## config.mk

```make
export PLATFORM = sky130hd
export DESIGN_NAME = mtf_out_q
export DESIGN_NICKNAME = d
export VERILOG_FILES = /design/src/sv/move_to_front_transform_top_defines.svh /design/src/sv/mtf_pkg.sv /design/src/sv/mtf_out_q.sv
export SDC_FILE = /design/constraint.sdc
export NUM_CORES = 1
export LEC_CHECK = 0
export BUFFER_PORTS_ARGS = -buffer_cell sky130_fd_sc_hd__buf_2
export CAP_MARGIN = 0
export CORE_MARGIN = 2
export CORE_UTILIZATION = 40
export CTS_BUF_LIST = sky130_fd_sc_hd__clkbuf_8
export DETAILED_ROUTE_END_ITERATION = 16
export HOLD_SLACK_MARGIN = 0.06
export PLACE_DENSITY_LB_ADDON = 0.05
export RECOVER_POWER = 50
export SLEW_MARGIN = 20
export SYNTH_ARGS = -nofsm -noshare
export SYNTH_HDL_FRONTEND = slang
export SYNTH_SLANG_ARGS = --single-unit
```

## constraint.sdc

```tcl
create_clock -name clk -period 2 [get_ports clk]
set_input_delay 0.2 -clock clk [delete_from_list [all_inputs] [get_ports clk]]
set_output_delay 0.2 -clock clk [all_outputs]
set_load 0.02 [all_outputs]
```

## src/sv/move_to_front_transform_top_defines.svh

```systemverilog
// ----------------------------------------------------------------------------
// move-to-front transform: assertion macros
// shared property templates for the checks at the end of the top level
// ----------------------------------------------------------------------------
`ifndef MOVE_TO_FRONT_TRANSFORM_TOP_DEFINES_SVH
`define MOVE_TO_FRONT_TRANSFORM_TOP_DEFINES_SVH

// condition holds at every clock edge out of reset
`define MTF_ASSERT_ALWAYS(label, cond, msg) \
  label: assert property (@(posedge clk) disable iff (!rst_n) (cond)) \
    else $error(msg);

// antecedent in one cycle implies consequent in the next
`define MTF_ASSERT_NEXT(label, ante, cons, msg) \
  label: assert property (@(posedge clk) disable iff (!rst_n) (ante) |=> (cons)) \
    else $error(msg);

`endif

```

## src/sv/mtf_pkg.sv

```systemverilog
// ----------------------------------------------------------------------------
// mtf_pkg
// constants and types shared by the move-to-front cells, queue and top level
// ----------------------------------------------------------------------------
`timescale 1ns / 1ps

package mtf_pkg;

  // alphabet size and symbol width
  localparam int MTF_DEPTH = 256;
  localparam int MTF_SYM_W = 8;

  typedef logic [MTF_SYM_W-1:0] mtf_sym_t;

  // word travelling down the row of cells
  typedef struct packed {
    logic     valid;
    mtf_sym_t sym;
    mtf_sym_t carry;
    logic     found;
    mtf_sym_t rank;
    logic     last;
  } mtf_tok_t;

  // finished result word
  typedef struct packed {
    mtf_sym_t rank;
    logic     last;
  } mtf_res_t;

  // output queue status
  typedef struct packed {
    logic [1:0] count;
    logic       push;
    logic       pop;
  } mtf_q_stat_t;

endpackage

```

## src/sv/mtf_out_q.sv

```systemverilog
// ----------------------------------------------------------------------------
// mtf_out_q
// two-word result queue between the cell row and the output channel
// ----------------------------------------------------------------------------
`timescale 1ns / 1ps

module mtf_out_q
  import mtf_pkg::*;
(
  input  logic        clk,
  input  logic        rst_n,
  input  logic        push,
  input  mtf_res_t    push_res,
  input  logic        out_ready,
  output logic        out_valid,
  output mtf_res_t    out_res,
  output mtf_q_stat_t stat
);

  mtf_res_t   entry_r [2];
  logic       rd_ptr_r, wr_ptr_r;
  logic [1:0] count_r, count_nxt;
  logic       pop;

  assign out_valid = (count_r != 2'd0);
  assign pop       = out_valid && out_ready;
  assign out_res   = entry_r[rd_ptr_r];

  // occupancy
  always_comb begin
    count_nxt = count_r;
    if (push && !pop) begin
      count_nxt = count_r + 2'd1;
    end else if (pop && !push) begin
      count_nxt = count_r - 2'd1;
    end
  end

  // pointers and count
  always_ff @(posedge clk) begin
    if (!rst_n) begin
      rd_ptr_r <= 1'b0;
      wr_ptr_r <= 1'b0;
      count_r  <= 2'd0;
    end else begin
      count_r <= count_nxt;
      if (push) begin
        wr_ptr_r <= !wr_ptr_r;
      end
      if (pop) begin
        rd_ptr_r <= !rd_ptr_r;
      end
    end
  end

  // storage
  always_ff @(posedge clk) begin
    if (push) begin
      entry_r[wr_ptr_r] <= push_res;
    end
  end

  assign stat = '{count: count_r, push: push, pop: pop};

endmodule

```

==> results.txt <==
The net count after synthesis came out at 66. Synthesis inferred 23 register bits. sky130_fd_sc_hd__edfxtp_1 is the most common cell in the netlist. The clock passes through at most 2 buffers. The wire length of the first global-routing pass came out at 1920 µm. The run finished with clean final reports. For the final database, setup skew stands at 2.84 ps. The summed area of non-filler cells in the final layout came out at 0.00107 mm².

The post-DP HPWL is 913 µm. The slew at the pin closest to its max-slew limit is 647 ps. Counting the buffers created by CTS gives 3. Synthesis handed over a netlist of 52 instances. Relative to the synthesized area, the layout overhead comes to 21.0%. The largest individual stage delay along the critical path comes from the cell sky130_fd_sc_hd__dfxtp_1. The highest cell delay on the worst timing path came out at 360 ps. STA classifies the critical path endpoint as a flop. The standard cell core area came out at 0.00215 mm². The sequential fraction of the synthesis area is 0.725. TritonCTS built the clock tree. The die boundary width came out at 51.0 µm.

From bottom edge to top edge, the die measures 51.0 µm. Counting instances in the post-synthesis netlist gives the leading cell types as 18 x sky130_fd_sc_hd__edfxtp_1, 9 x sky130_fd_sc_hd__mux2_2, 5 x sky130_fd_sc_hd__dfxtp_1, 4 x sky130_fd_sc_hd__and2_1. The fraction of the core area covered by cells at the end of the flow came out at 0.497. The maximum number of pins on one net before global-route repair came out at 13. The tightest min-delay check is of the input pin to flop type. After clock tree synthesis, the clock-pin slew on the worst setup and hold paths is 80 ps. The synthesized design spends more area on one cell type than any other, namely sky130_fd_sc_hd__edfxtp_1.

The synthesized design contains 18 enable-type register cells. The clock insertion delay at the later pin of the skew report came out at 260 ps. The number of levels in the clock H-tree came out at 1.

The worst path needs 1590 ps of the cycle, external delays included. The setup-violating endpoint count in the final report came out at 0. STA puts the critical path data required time at 2200 ps. The total placed instance area came out at 0.00104 mm².

The number of global-route vias before repair is 443. The tree is rooted in a sky130_fd_sc_hd__clkbuf_8. Summed over all cells, the static leakage comes to 0.412 nW. The layer flagged by global routing as most heavily used is met2. The floorplan die area is 0.00260 mm². The total overflow left after global routing is 0. Setup repair after global routing left no endpoint under its margin. The maximum clock frequency is 628 MHz. Sorting the synthesized cells by area gives the leading types as sky130_fd_sc_hd__edfxtp_1 61%, sky130_fd_sc_hd__mux2_2 11%, sky130_fd_sc_hd__dfxtp_1 11%, sky130_fd_sc_hd__and2_1 2.8%, sky130_fd_sc_hd__xnor2_1 2.0%. The biggest fanout along the worst timing path came out at 5.

Max-cap violations in this run came to 0. The critical path goes through o21ai_0, ha_1, or3_1, a21boi_1. The yosys synthesis warning count came out at 0. In this run, the number of DRC markers left after iteration 0 of detailed routing was 5.

The repair_antennas step left the layout with diodes totalling 0. The total of hold buffers inserted after clock tree synthesis is 0. The type of origin of the critical path is a flop. The number of I/O port buffers is 26. The share of the synthesized area in compound gates (AO/OA/AOI/OAI) is 0.0326. In this run the cell area of the synthesized design comes to 883 µm². The average cell area after synthesis came out at 17.0 µm². The fraction of final layout cells sized beyond drive strength 1 came out at 0.413.

Of the total synthesized cell area, the portion taken by AND, OR, NAND and NOR gates is 0.0567. The number of design rule violations left after detail routing is 0. The all-layer global routing usage came out at 0.107. The xor-xnor portion of the synthesized cell area is 0.0297. The congestion estimate from routability-driven global placement came to 0.643. The total wirelength of the detailed-routed design came out at 1280 µm.

The power density normalized to cell area is 1240 mW/mm². The detailed-router iteration count before antenna repair is 2. The critical path in this run is classified as flop to flop. The total power came out at 1.32 mW. After detailed routing, the number of vias per cell comes to 4.44. For this run, global-route usage on met1 was measured as 0.130.

Measured against the total synthesized area, the mux share comes to 0.115. The proportion of netlist area held by the largest area contributor came out at 0.612. The initial antenna violation count came to 0. The top flip-flop cell by instance count after synthesis is sky130_fd_sc_hd__edfxtp_1. The final sum of negative setup slack is 0 ps. The post-placement setup slack is 621 ps.

The worst pin sits at a relative slew slack of 0.569. The combinational family with the most area after synthesis is multiplexers. The async set-reset flop share out of synthesis came out at 0. The least setup slack across all paths after layout came out at 408 ps. For met3 alone, demand over resource in global routing was 0.0263. The effective utilization at floorplan is 0.411. The global-route track usage on met2 came out at 0.175. For this design the top-level I/O count stands at 27. The number of fill cells in the layout came out at 188. VDD sags by at most 0.797 mV. The count of endpoints failing hold in the final timing report was 0. The synthesized-area fraction occupied by adder cells came out at 0.0142. The number of library cell types mapped by synthesis came out at 17. The portion of the clock cycle consumed by the worst path in the final layout is 0.796.

Across all layers, the routed design uses 480 vias. Data arrives at the worst endpoint at 1790 ps. The final net count came out at 95. The count of pins over their slew limit came out at 0.

The standard-cell row count is 17. In this run the remaining antenna-violating nets after routing total 0. The total of cells resized after clock tree synthesis is 0. The number of sinks on the clock net is 23. The number of setup buffers added after CTS is 0. The average wire per standard cell is 11.8 µm.
-- worst paths after layout --
path,start,end,slack [ps],cells after the start
setup / recovery,count_r[0]$_SDFFE_PN0P_,count_r[1]$_SDFFE_PN0P_,410,4
hold / removal,push_res[0],entry_r[0][0]$_DFFE_PP_,120,1
setup reg to reg,count_r[0]$_SDFFE_PN0P_,count_r[1]$_SDFFE_PN0P_,410,4
hold reg to reg,count_r[1]$_SDFFE_PN0P_,count_r[1]$_SDFFE_PN0P_,510,2
-- layer usage --
metal | vias to the layer above | share of wire
met4 | 0 | 0.014
met2 | 14 | 0.50
met3 | 2 | 0.045
met5 | - | 0
li1 | 242 | -
met1 | 222 | 0.44
-- metrics by stage --
stage / cells / hold WS [ps]
after floorplan: 52 / 299
after global placement: 104 / 390
after detailed placement: 104 / 391
after CTS: 108 / 122
after global routing: 108 / 109
final: 108 / 124
-- critical path, delay by kind of cell (launching register included) --
family	cells	cell delay, ps
compound gates	2	480
fa+ha+maj	1	340
simple gates	1	350
flops	1	360
-- cell type report --
cell class,count,area (µm²),share of cell area
clock inverters,1,3.75,0.00351
clock buffers,3,41.3,0.0386
repair buffers,27,129,0.121
multi-input cells,25,215,0.201
well taps,28,35.0,0.0328
flip-flops and latches,23,641,0.600
inverters,1,3.75,0.00351
-- layout by cell type, fill, tap and decap left out --
cell                       synthesis  layout
sky130_fd_sc_hd__a21boi_1          1       1
sky130_fd_sc_hd__and2_0            0       2
sky130_fd_sc_hd__and2_1            4       2
sky130_fd_sc_hd__buf_2             1      19
sky130_fd_sc_hd__buf_4             2       1
sky130_fd_sc_hd__clkbuf_1          0       7
sky130_fd_sc_hd__clkbuf_8          0       3
sky130_fd_sc_hd__dfxtp_1           5       5
sky130_fd_sc_hd__edfxtp_1         18      18
sky130_fd_sc_hd__ha_1              1       1
sky130_fd_sc_hd__inv_1             1       2
sky130_fd_sc_hd__mux2_2            9       9
sky130_fd_sc_hd__nor2b_1           2       2
sky130_fd_sc_hd__o21a_1            1       1
sky130_fd_sc_hd__o21ai_0           1       2
sky130_fd_sc_hd__or2_2             1       1
sky130_fd_sc_hd__or3_1             1       1
sky130_fd_sc_hd__xnor2_1           2       2
sky130_fd_sc_hd__xor2_1            1       1
-- kinds of logic after synthesis --
kind of cell,count (synthesis)
muxes,9
adders and majority gates,1
DFF,23
xor gates and xnor gates,3
buffers and inverters,4
and+or+nand+nor,8
AOI/OAI and AO/OA,4
-- where the power goes --
| group | internal, mW | leakage [nW] | switching, mW | total [mW] |
|---|---|---|---|---|
| clock | 0.137 | 0.0269 | 0.137 | 0.274 |
| combinational | 0.193 | 0.175 | 0.223 | 0.416 |
| sequential | 0.575 | 0.210 | 0.0575 | 0.633 |
| total | 0.905 | 0.412 | 0.417 | 1.32 |
-- flip-flops by register name, indices dropped and copies added (netlist names), named ones only --
| signal | count |
|---|---|
| entry_r | 18 |
| rd_ptr_r | 1 |
| wr_ptr_r | 1 |
| count_r | 2 |
Note: power is estimated with default switching activity, not from simulation.
