[src/sv/move_to_front_transform_top_defines.svh]
// ----------------------------------------------------------------------------
// move-to-front transform: assertion macros
// shared property templates for the checks at the end of the top level
// ----------------------------------------------------------------------------
`ifndef MOVE_TO_FRONT_TRANSFORM_TOP_DEFINES_SVH
`define MOVE_TO_FRONT_TRANSFORM_TOP_DEFINES_SVH

// condition holds at every clock edge out of reset
`define MTF_ASSERT_ALWAYS(label, cond, msg) \
  label: assert property (@(posedge clk) disable iff (!rst_n) (cond)) \
    else $error(msg);

// antecedent in one cycle implies consequent in the next
`define MTF_ASSERT_NEXT(label, ante, cons, msg) \
  label: assert property (@(posedge clk) disable iff (!rst_n) (ante) |=> (cons)) \
    else $error(msg);

`endif

[src/sv/mtf_pkg.sv]
// ----------------------------------------------------------------------------
// mtf_pkg
// constants and types shared by the move-to-front cells, queue and top level
// ----------------------------------------------------------------------------
`timescale 1ns / 1ps

package mtf_pkg;

  // alphabet size and symbol width
  localparam int MTF_DEPTH = 256;
  localparam int MTF_SYM_W = 8;

  typedef logic [MTF_SYM_W-1:0] mtf_sym_t;

  // word travelling down the row of cells
  typedef struct packed {
    logic     valid;
    mtf_sym_t sym;
    mtf_sym_t carry;
    logic     found;
    mtf_sym_t rank;
    logic     last;
  } mtf_tok_t;

  // finished result word
  typedef struct packed {
    mtf_sym_t rank;
    logic     last;
  } mtf_res_t;

  // output queue status
  typedef struct packed {
    logic [1:0] count;
    logic       push;
    logic       pop;
  } mtf_q_stat_t;

endpackage

[src/sv/mtf_cell.sv]
// ----------------------------------------------------------------------------
// mtf_cell
// one list position: holds its byte, compares and shifts as a word passes
// ----------------------------------------------------------------------------
`timescale 1ns / 1ps

module mtf_cell
  import mtf_pkg::*;
(
  input  logic     clk,
  input  logic     rst_n,
  input  logic     adv,
  input  mtf_sym_t cell_idx,
  input  mtf_tok_t tok_i,
  output mtf_tok_t tok_o
);

  mtf_sym_t value_r, value_nxt;
  logic     valid_r;
  mtf_sym_t sym_r, carry_r, rank_r;
  logic     found_r, last_r;
  logic     hit;
  mtf_sym_t base;

  // match against this position while the symbol is still unfound
  assign hit = tok_i.valid && !tok_i.found && (value_r == tok_i.sym);

  // new content: shifted-in byte until the symbol is found, identity after block end
  always_comb begin
    base      = tok_i.found ? value_r : tok_i.carry;
    value_nxt = value_r;
    if (tok_i.valid) begin
      value_nxt = tok_i.last ? cell_idx : base;
    end
  end

  // held byte
  always_ff @(posedge clk) begin
    if (!rst_n) begin
      value_r <= cell_idx;
    end else if (adv) begin
      value_r <= value_nxt;
    end
  end

  // stage valid
  always_ff @(posedge clk) begin
    if (!rst_n) begin
      valid_r <= 1'b0;
    end else if (adv) begin
      valid_r <= tok_i.valid;
    end
  end

  // stage payload, displaced byte carried to the next cell
  always_ff @(posedge clk) begin
    if (adv) begin
      sym_r   <= tok_i.sym;
      carry_r <= value_r;
      found_r <= tok_i.found || hit;
      rank_r  <= hit ? cell_idx : tok_i.rank;
      last_r  <= tok_i.last;
    end
  end

  assign tok_o = '{valid: valid_r, sym: sym_r, carry: carry_r,
                   found: found_r, rank: rank_r, last: last_r};

endmodule

[config.mk]
export PLATFORM = sky130hd
export DESIGN_NAME = mtf_cell
export DESIGN_NICKNAME = d
export VERILOG_FILES = /design/src/sv/move_to_front_transform_top_defines.svh /design/src/sv/mtf_pkg.sv /design/src/sv/mtf_cell.sv
export SDC_FILE = /design/constraint.sdc
export NUM_CORES = 1
export LEC_CHECK = 0
export BUFFER_PORTS_ARGS = -buffer_cell sky130_fd_sc_hd__buf_2
export CAP_MARGIN = 40
export CORE_MARGIN = 5
export CORE_UTILIZATION = 49
export DETAILED_ROUTE_END_ITERATION = 10
export GPL_TIMING_DRIVEN = 0
export PLACE_DENSITY = 0.92
export SYNTH_ARGS = -nofsm -noshare
export SYNTH_HDL_FRONTEND = slang
export SYNTH_SLANG_ARGS = --single-unit
export TNS_END_PERCENT = 10
[constraint.sdc]
create_clock -name clk -period 3.4 [get_ports clk]
set_input_delay 0.34 -clock clk [delete_from_list [all_inputs] [get_ports clk]]
set_output_delay 0.34 -clock clk [all_outputs]
set_load 0.02 [all_outputs]
==> results of run 1 <==
kinds of logic (layout without fill, tap and decap cells):
kind of cell    Yosys count  count (layout)
compound gates            2               2
xor+xnor                  8               8
buf+inv                   4              77
flops                    35              35
mux                      16              16
simple gates              9               9
sequential cells by signal (all words and copies together), names as in the netlist:
name,cells
valid_r,1
carry_r,8
rank_r,8
value_r,8
found_r,1
last_r,1
sym_r,8
cell type report:
type                            count  area, sq um  area share, %
Buffer                              4         26.3           1.45
Clock buffer                        6         41.3           2.28
Clock inverter                      2         7.51          0.415
Multi-Input combinational cell     35          328           18.1
Sequential cell                    35         1040           57.6
Tap cell                           31         38.8           2.15
Timing Repair Buffer               65          325           18.0
worst paths after layout:
| kind | startpoint | end | slack [ns] | cells after the start |
|---|---|---|---|---|
| max | value_r[0] | rank_r[5] | 1.62 | 4 |
| min | tok_i[20] | sym_r[2] | 0.22 | 1 |
| max reg2reg | value_r[0] | rank_r[5] | 1.62 | 4 |
| min reg2reg | value_r[7] | carry_r[7] | 0.48 | 0 |
worst max-delay path: stages, from the launching register on:
cell and delay [ns]:
edfxtp_1 0.41, xor2_1 0.17, nor4_2 0.31, nand3_2 0.28, mux2_2 0.36
metal layers:
| metal | up-vias | wire [microns] | global-route usage, % |
|---|---|---|---|
| met5 | - | 0 | 0 |
| met4 | 0 | 27 | 5.45 |
| met3 | 2 | 270 | 4.80 |
| met2 | 57 | 1500 | 24.2 |
| met1 | 406 | 1020 | 16.0 |
| li1 | 421 | - | - |
Yosys cell counts (all sizes together):
master   n  area [sq um]
nor4     1          12.5
nand3    1          10.0
nand2b   2          12.5
nor3b    1          7.51
nand2    1          3.75
xor2     8          70.1
nor3     1          5.00
a21boi   1          7.51
clkbuf   1          3.75
or2b     1          7.51
nor2b    1          6.26
buf      3          22.5
mux2    16           180
o21ai    1          5.00
dfxtp    1          20.0
edfxtp  34          1020
through the flow:
stage                     instances  hold WS, ns  area, sq um  worst slack, ns
after detailed placement        170        0.460         1760             1.42
final                           178        0.221         1810             1.62
after global routing            178        0.210         1810             1.54
after CTS                       178        0.216         1810             1.61
after floorplan                  74        0.439         1400             1.83
after global placement          169        0.454         1750             1.18
power breakdown:
| group | internal, uW | switching (uW) | leakage (uW) | total [uW] |
|---|---|---|---|---|
| combinational | 52.7 | 69.6 | 0.000395 | 122 |
| sequential | 515 | 13.3 | 0.000342 | 528 |
| clock | 76.7 | 126 | 0.0000273 | 202 |
==> impl_metrics.yaml, run 1 <==
cts:
  cts.clk_slew.worst_paths_ns: 0.10
  h-tree-depth: 2
  cts_hold_buffers: 0
  cts_tree: "yes"
  cts_resized: 0
  clock_latency_ns: 0.32
  post_cts_buffers: 0
  clock_sinks: 35
  root_buffer: "clkbuf_4"
  cts_made_buffers: 5
  clock_path_buffers: 2
job:
  drv_cap: 0
drt:
  drc: 0
  dr.pass1.iters: 5
  vias_per_cell: 4.98
  wl_microns: 2810
  initialDrtViolationCount: 29
  vias: 886
  wl_per_cell_microns: 15.8
  antenna_left: 0
sta:
  max_slew_margin_pct: 57.9
  drv_slew: 0
  setup_tns_ns: 0
  finalHoldViolCount: 0
  rsz0062_at_grt: "no"
  setup_viol: 0
  timing.fmax_mhz: 561
  period_share_pct: 52.4
  skew_ns: 0.00974
  worstMarginPinSlew_ns: 0.631
  period_minus_slack_ns: 1.78
power_and_ir_drop:
  design_power_total_uw: 853
  leakage_uw: 0.000764
  power_density_nw_per_um2: 472
  vdd_drop_max_mv: 0.400
finish:
  layout_commonest_cell: "buf_2"
  fin_nets: 184
  drive_above_1_share_pct: 61.9
  final_util_pct: 66.1
  syn_to_final_growth_pct: 29.6
  final_cell_mix: "buf_2 (65), edfxtp_1 (34), mux2_2 (16)"
  n_antenna_cell: 0
  fillers: 190
yosys:
  synth_cells: 74
  syn_avg_cell_area_sq_um: 18.9
  yosys_warnings: 0
  syn_area_sq_um: 1400
  synth_nets: 112
  synthMuxAreaShare_pct: 12.9
  synthSimpleGateAreaFrac_pct: 4.66
  yosysSeqAreaShare_pct: 74.6
  synth_compound_area_share_pct: 0.897
  synth_cell_types: 16
  ys_ff_latch: 35
  synth-xor-area-share_pct: 5.02
  synth_top_family_by_area: "multiplexers"
  synth_fa_ha_area_share_pct: 0
global_routing:
  overflow: 0
  grt_pass1_wl_microns: 4420
  grt_use_total_pct: 14.1
  antenna_found_initial: 0
  grt_pass1_vias: 924
  grt_max_degree: 29
die:
  io_pins: 65
  die_h_microns: 63.4
  start_util_pct: 51.0
  die-area_sq_um: 4010
  core-area_sq_um: 2730
  die_width_microns: 63.4
  rows: 19
worst_setup_path:
  critPathLaunchType: "flop"
  path_max_fanout: 9
  worstSetupEndpointType: "flop"
  path_class: "flop to flop"
  cp.arrival_ns: 1.85
  crit_required_ns: 3.47
status:
  status: "completed"
placement:
  routabilityCongestion: 0.692
  numPortBuffers: 64
worst_hold_path:
  hold_path_class: "primary input to flop"
Note: power is estimated with default switching activity, not from simulation.
==> run 2, diff against run 1 <==
ABC_AREA = 1   (was default)
CORE_UTILIZATION = 42   (was 49)
PLACE_DENSITY = 0.83   (was 0.92)
clock period = 1.49 ns   (was 3.4 ns; I/O delays follow)
==> run 2 against run 1 <==
Compared with the run above:
- combinational power rose to 2.9 times the previous value
- first-iteration DRC count is 130% higher
- setup slack got worse by 1.6 ns
- area after synthesis rose by 12%
- clock-buffer cell count is 1 lower
- sequential share of layout area decreased by 7.2 points
- power increased to 2.8 times the previous value
- critical path type unchanged
- critical endpoint is now rank_r[4]
- flip-flop and latch count stayed put
- register-to-register slack worse by 1.6 ns
- global-route usage shrank 0.48 points
- fmax up 23%
- non-clock buffer count increased by 2
==> impl_metrics.yaml, run 2 <==
finish:
  final_util_pct: 56.9
  multi_input_area_sq_um: 429
  drive_above_1_share_pct: 48.2
  syn_to_final_growth_pct: 32.8
  fillers: 323
  n_antenna_cell: 0
  layout_commonest_cell: "buf_2"
  seq_area_sq_um: 1040
  final_cells: 243
  final_cell_mix: "buf_2 (64), nand2_1 (36), edfxtp_1 (34)"
  fin_nets: 232
global_routing:
  grt_use_total_pct: 13.6
  use_met2_pct: 22.9
  grt.busiest_layer: "met2"
  grt_max_degree: 29
  antenna_found_initial: 0
  overflow: 0
  gr-usage-met1_pct: 13.6
  grt_pass1_vias: 1111
  gr-usage-met3_pct: 5.54
  grt_pass1_wl_microns: 5040
worst_hold_path:
  hold_path_class: "primary input to flop"
  hold_end: "sym_r[5]"
  min-delay-start: "tok_i[23]"
  min_path_cells: 1
worst_setup_path:
  regToRegStartpoint: "value_r[4]"
  critPathLaunchType: "flop"
  cp.arrival_ns: 1.50
  path_max_fanout: 9
  worstSetupEndpointType: "flop"
  path_class: "flop to flop"
  reg2reg_depth: 8
  crit_required_ns: 1.54
  r2r_end: "rank_r[4]"
  r2r_setup_slack_ns: 0.04
cts:
  cts_hold_buffers: 0
  clock_path_buffers: 2
  clock_sinks: 35
  h-tree-depth: 2
  cts_made_buffers: 5
  root_buffer: "clkbuf_8"
  clock_latency_ns: 0.29
  cts_tree: "yes"
  cts.clk_slew.worst_paths_ns: 0.07
placement:
  dp.cells: 233
  numPortBuffers: 64
  place_hpwl_microns: 2490
  routabilityCongestion: 0.840
yosys:
  synth_top_area_share_pct: 65.5
  syn_avg_cell_area_sq_um: 13.0
  yosys.area.top_type: "edfxtp_1"
  synthTopCellsByCount: "nand2_1 (36), edfxtp_1 (34), inv_1 (13)"
  synth_cell_types: 19
  synth_nets: 158
  ys_ff_latch: 35
  netlist_top_cells_area: "edfxtp_1 (66%), nand2_1 (8.7%), mux2_4 (7.7%), nand4_1 (3.2%), inv_1 (3.1%)"
  yosysMostFrequentCell: "nand2_1"
  synth_enable_flop_cells: 34
  syn_area_sq_um: 1560
  yosysSeqAreaShare_pct: 66.8
  synth_cells: 120
  synthArstFlopShare_pct: 0
  ys.flop_type: "edfxtp_1"
  yosys_warnings: 0
power_and_ir_drop:
  vdd_drop_max_mv: 0.445
  swShare_pct: 24.0
  leakage_uw: 0.00100
  p_comb_share_pct: 15.0
  design_power_total_uw: 2380
  p_sw_uw: 572
  power.internal_uw: 1810
  p_clk_share_pct: 34.4
  power_frac_seq_pct: 50.6
  power_density_nw_per_um2: 1150
sta:
  setup_tns_ns: 0
  rsz0062_at_grt: "yes"
  worstMarginPinSlew_ns: 0.385
  setup_viol: 0
  period_share_pct: 97.2
  max_slew_margin_pct: 74.1
  timing.fmax_mhz: 690
  skew_ns: 0.00537
  period_minus_slack_ns: 1.45
  finalHoldViolCount: 0
  drv_slew: 0
die:
  io_pins: 65
  die-area_sq_um: 5030
  die_h_microns: 70.9
  start_util_pct: 42.9
  rows: 22
  core-area_sq_um: 3630
  die_width_microns: 70.9
job:
  drv_cap: 0
drt:
  vias_per_cell: 4.56
  drc: 0
  wl_microns: 3190
  initialDrtViolationCount: 66
  antenna_left: 0
  vias: 1107
  wl_per_cell_microns: 13.1
  dr.pass1.iters: 5
status:
  status: "completed"
run 2: cells by family after synthesis:
family / after synthesis / share of synthesized area (%)
AOI/OAI and AO/OA: 2 / 0.642
xor gates and xnor gates: 2 / 1.12
buffers and inverters: 18 / 5.62
DFF: 35 / 66.8
muxes: 8 / 7.71
and+or+nand+nor: 55 / 18.1
run 2: worst max-delay path, cell delays in order, from the launching register on:
cell and delay, ns:
edfxtp_1 0.41, inv_1 0.08, nand2_1 0.05, nand2_1 0.06, nand2_1 0.13, nor2_8 0.18
nand3_4 0.14, nand2_1 0.10, nand2_1 0.05
run 2: area by class of cell:
| class | count | area share, % |
|---|---|---|
| clock buffers | 5 | 3.33 |
| multi-input cells | 67 | 20.8 |
| well taps | 48 | 2.90 |
| plain buffers | 4 | 1.63 |
| inverters | 14 | 2.60 |
| flip-flops and latches | 35 | 50.3 |
| repair buffers | 67 | 16.6 |
| clock inverters | 3 | 1.88 |
run 2: what timing repair did:
item                       4_1_cts  5_1_grt
setup buffers                    0        2
setup endpoints to repair        0       14
gates resized for setup          0        1
run 2: worst max path at each step:
stage,from,end,slack [ns],cells past startpoint
floorplan,value_r[6],rank_r[0],0.22,8
global placement,adv,value_r[0],-0.57,3
detailed placement,adv,value_r[0],-0.26,4
CTS,value_r[7],rank_r[4],0.03,8
global route,value_r[6],rank_r[1],-0.05,8
finish,value_r[4],rank_r[4],0.04,8
run 2: power groups by stage:
stage                     Clock, uW  Sequential [uW]  Combinational [uW]
after CTS                       827             1200                 352
after floorplan                   0             1290                 143
final                           819             1200                 356
after global routing            861             1210                 387
after global placement            0             1220                 341
after detailed placement          0             1230                 351
run 2: metrics by stage:
step                cell area, sq um  hold slack (ns)  worst slack [ns]
CTS                             2050           0.0522            0.0278
global route                    2070           0.0540           -0.0536
detailed placement              1940            0.355            -0.255
finish                          2070           0.0543            0.0411
global placement                1940            0.354            -0.567
floorplan                       1560            0.248             0.222
run 2: per-layer routing:
layer / vias up / share of wire, %
met4: 0 / 3.4
met5: - / 0
met1: 497 / 35
met3: 8 / 8.5
li1: 553 / -
met2: 49 / 53
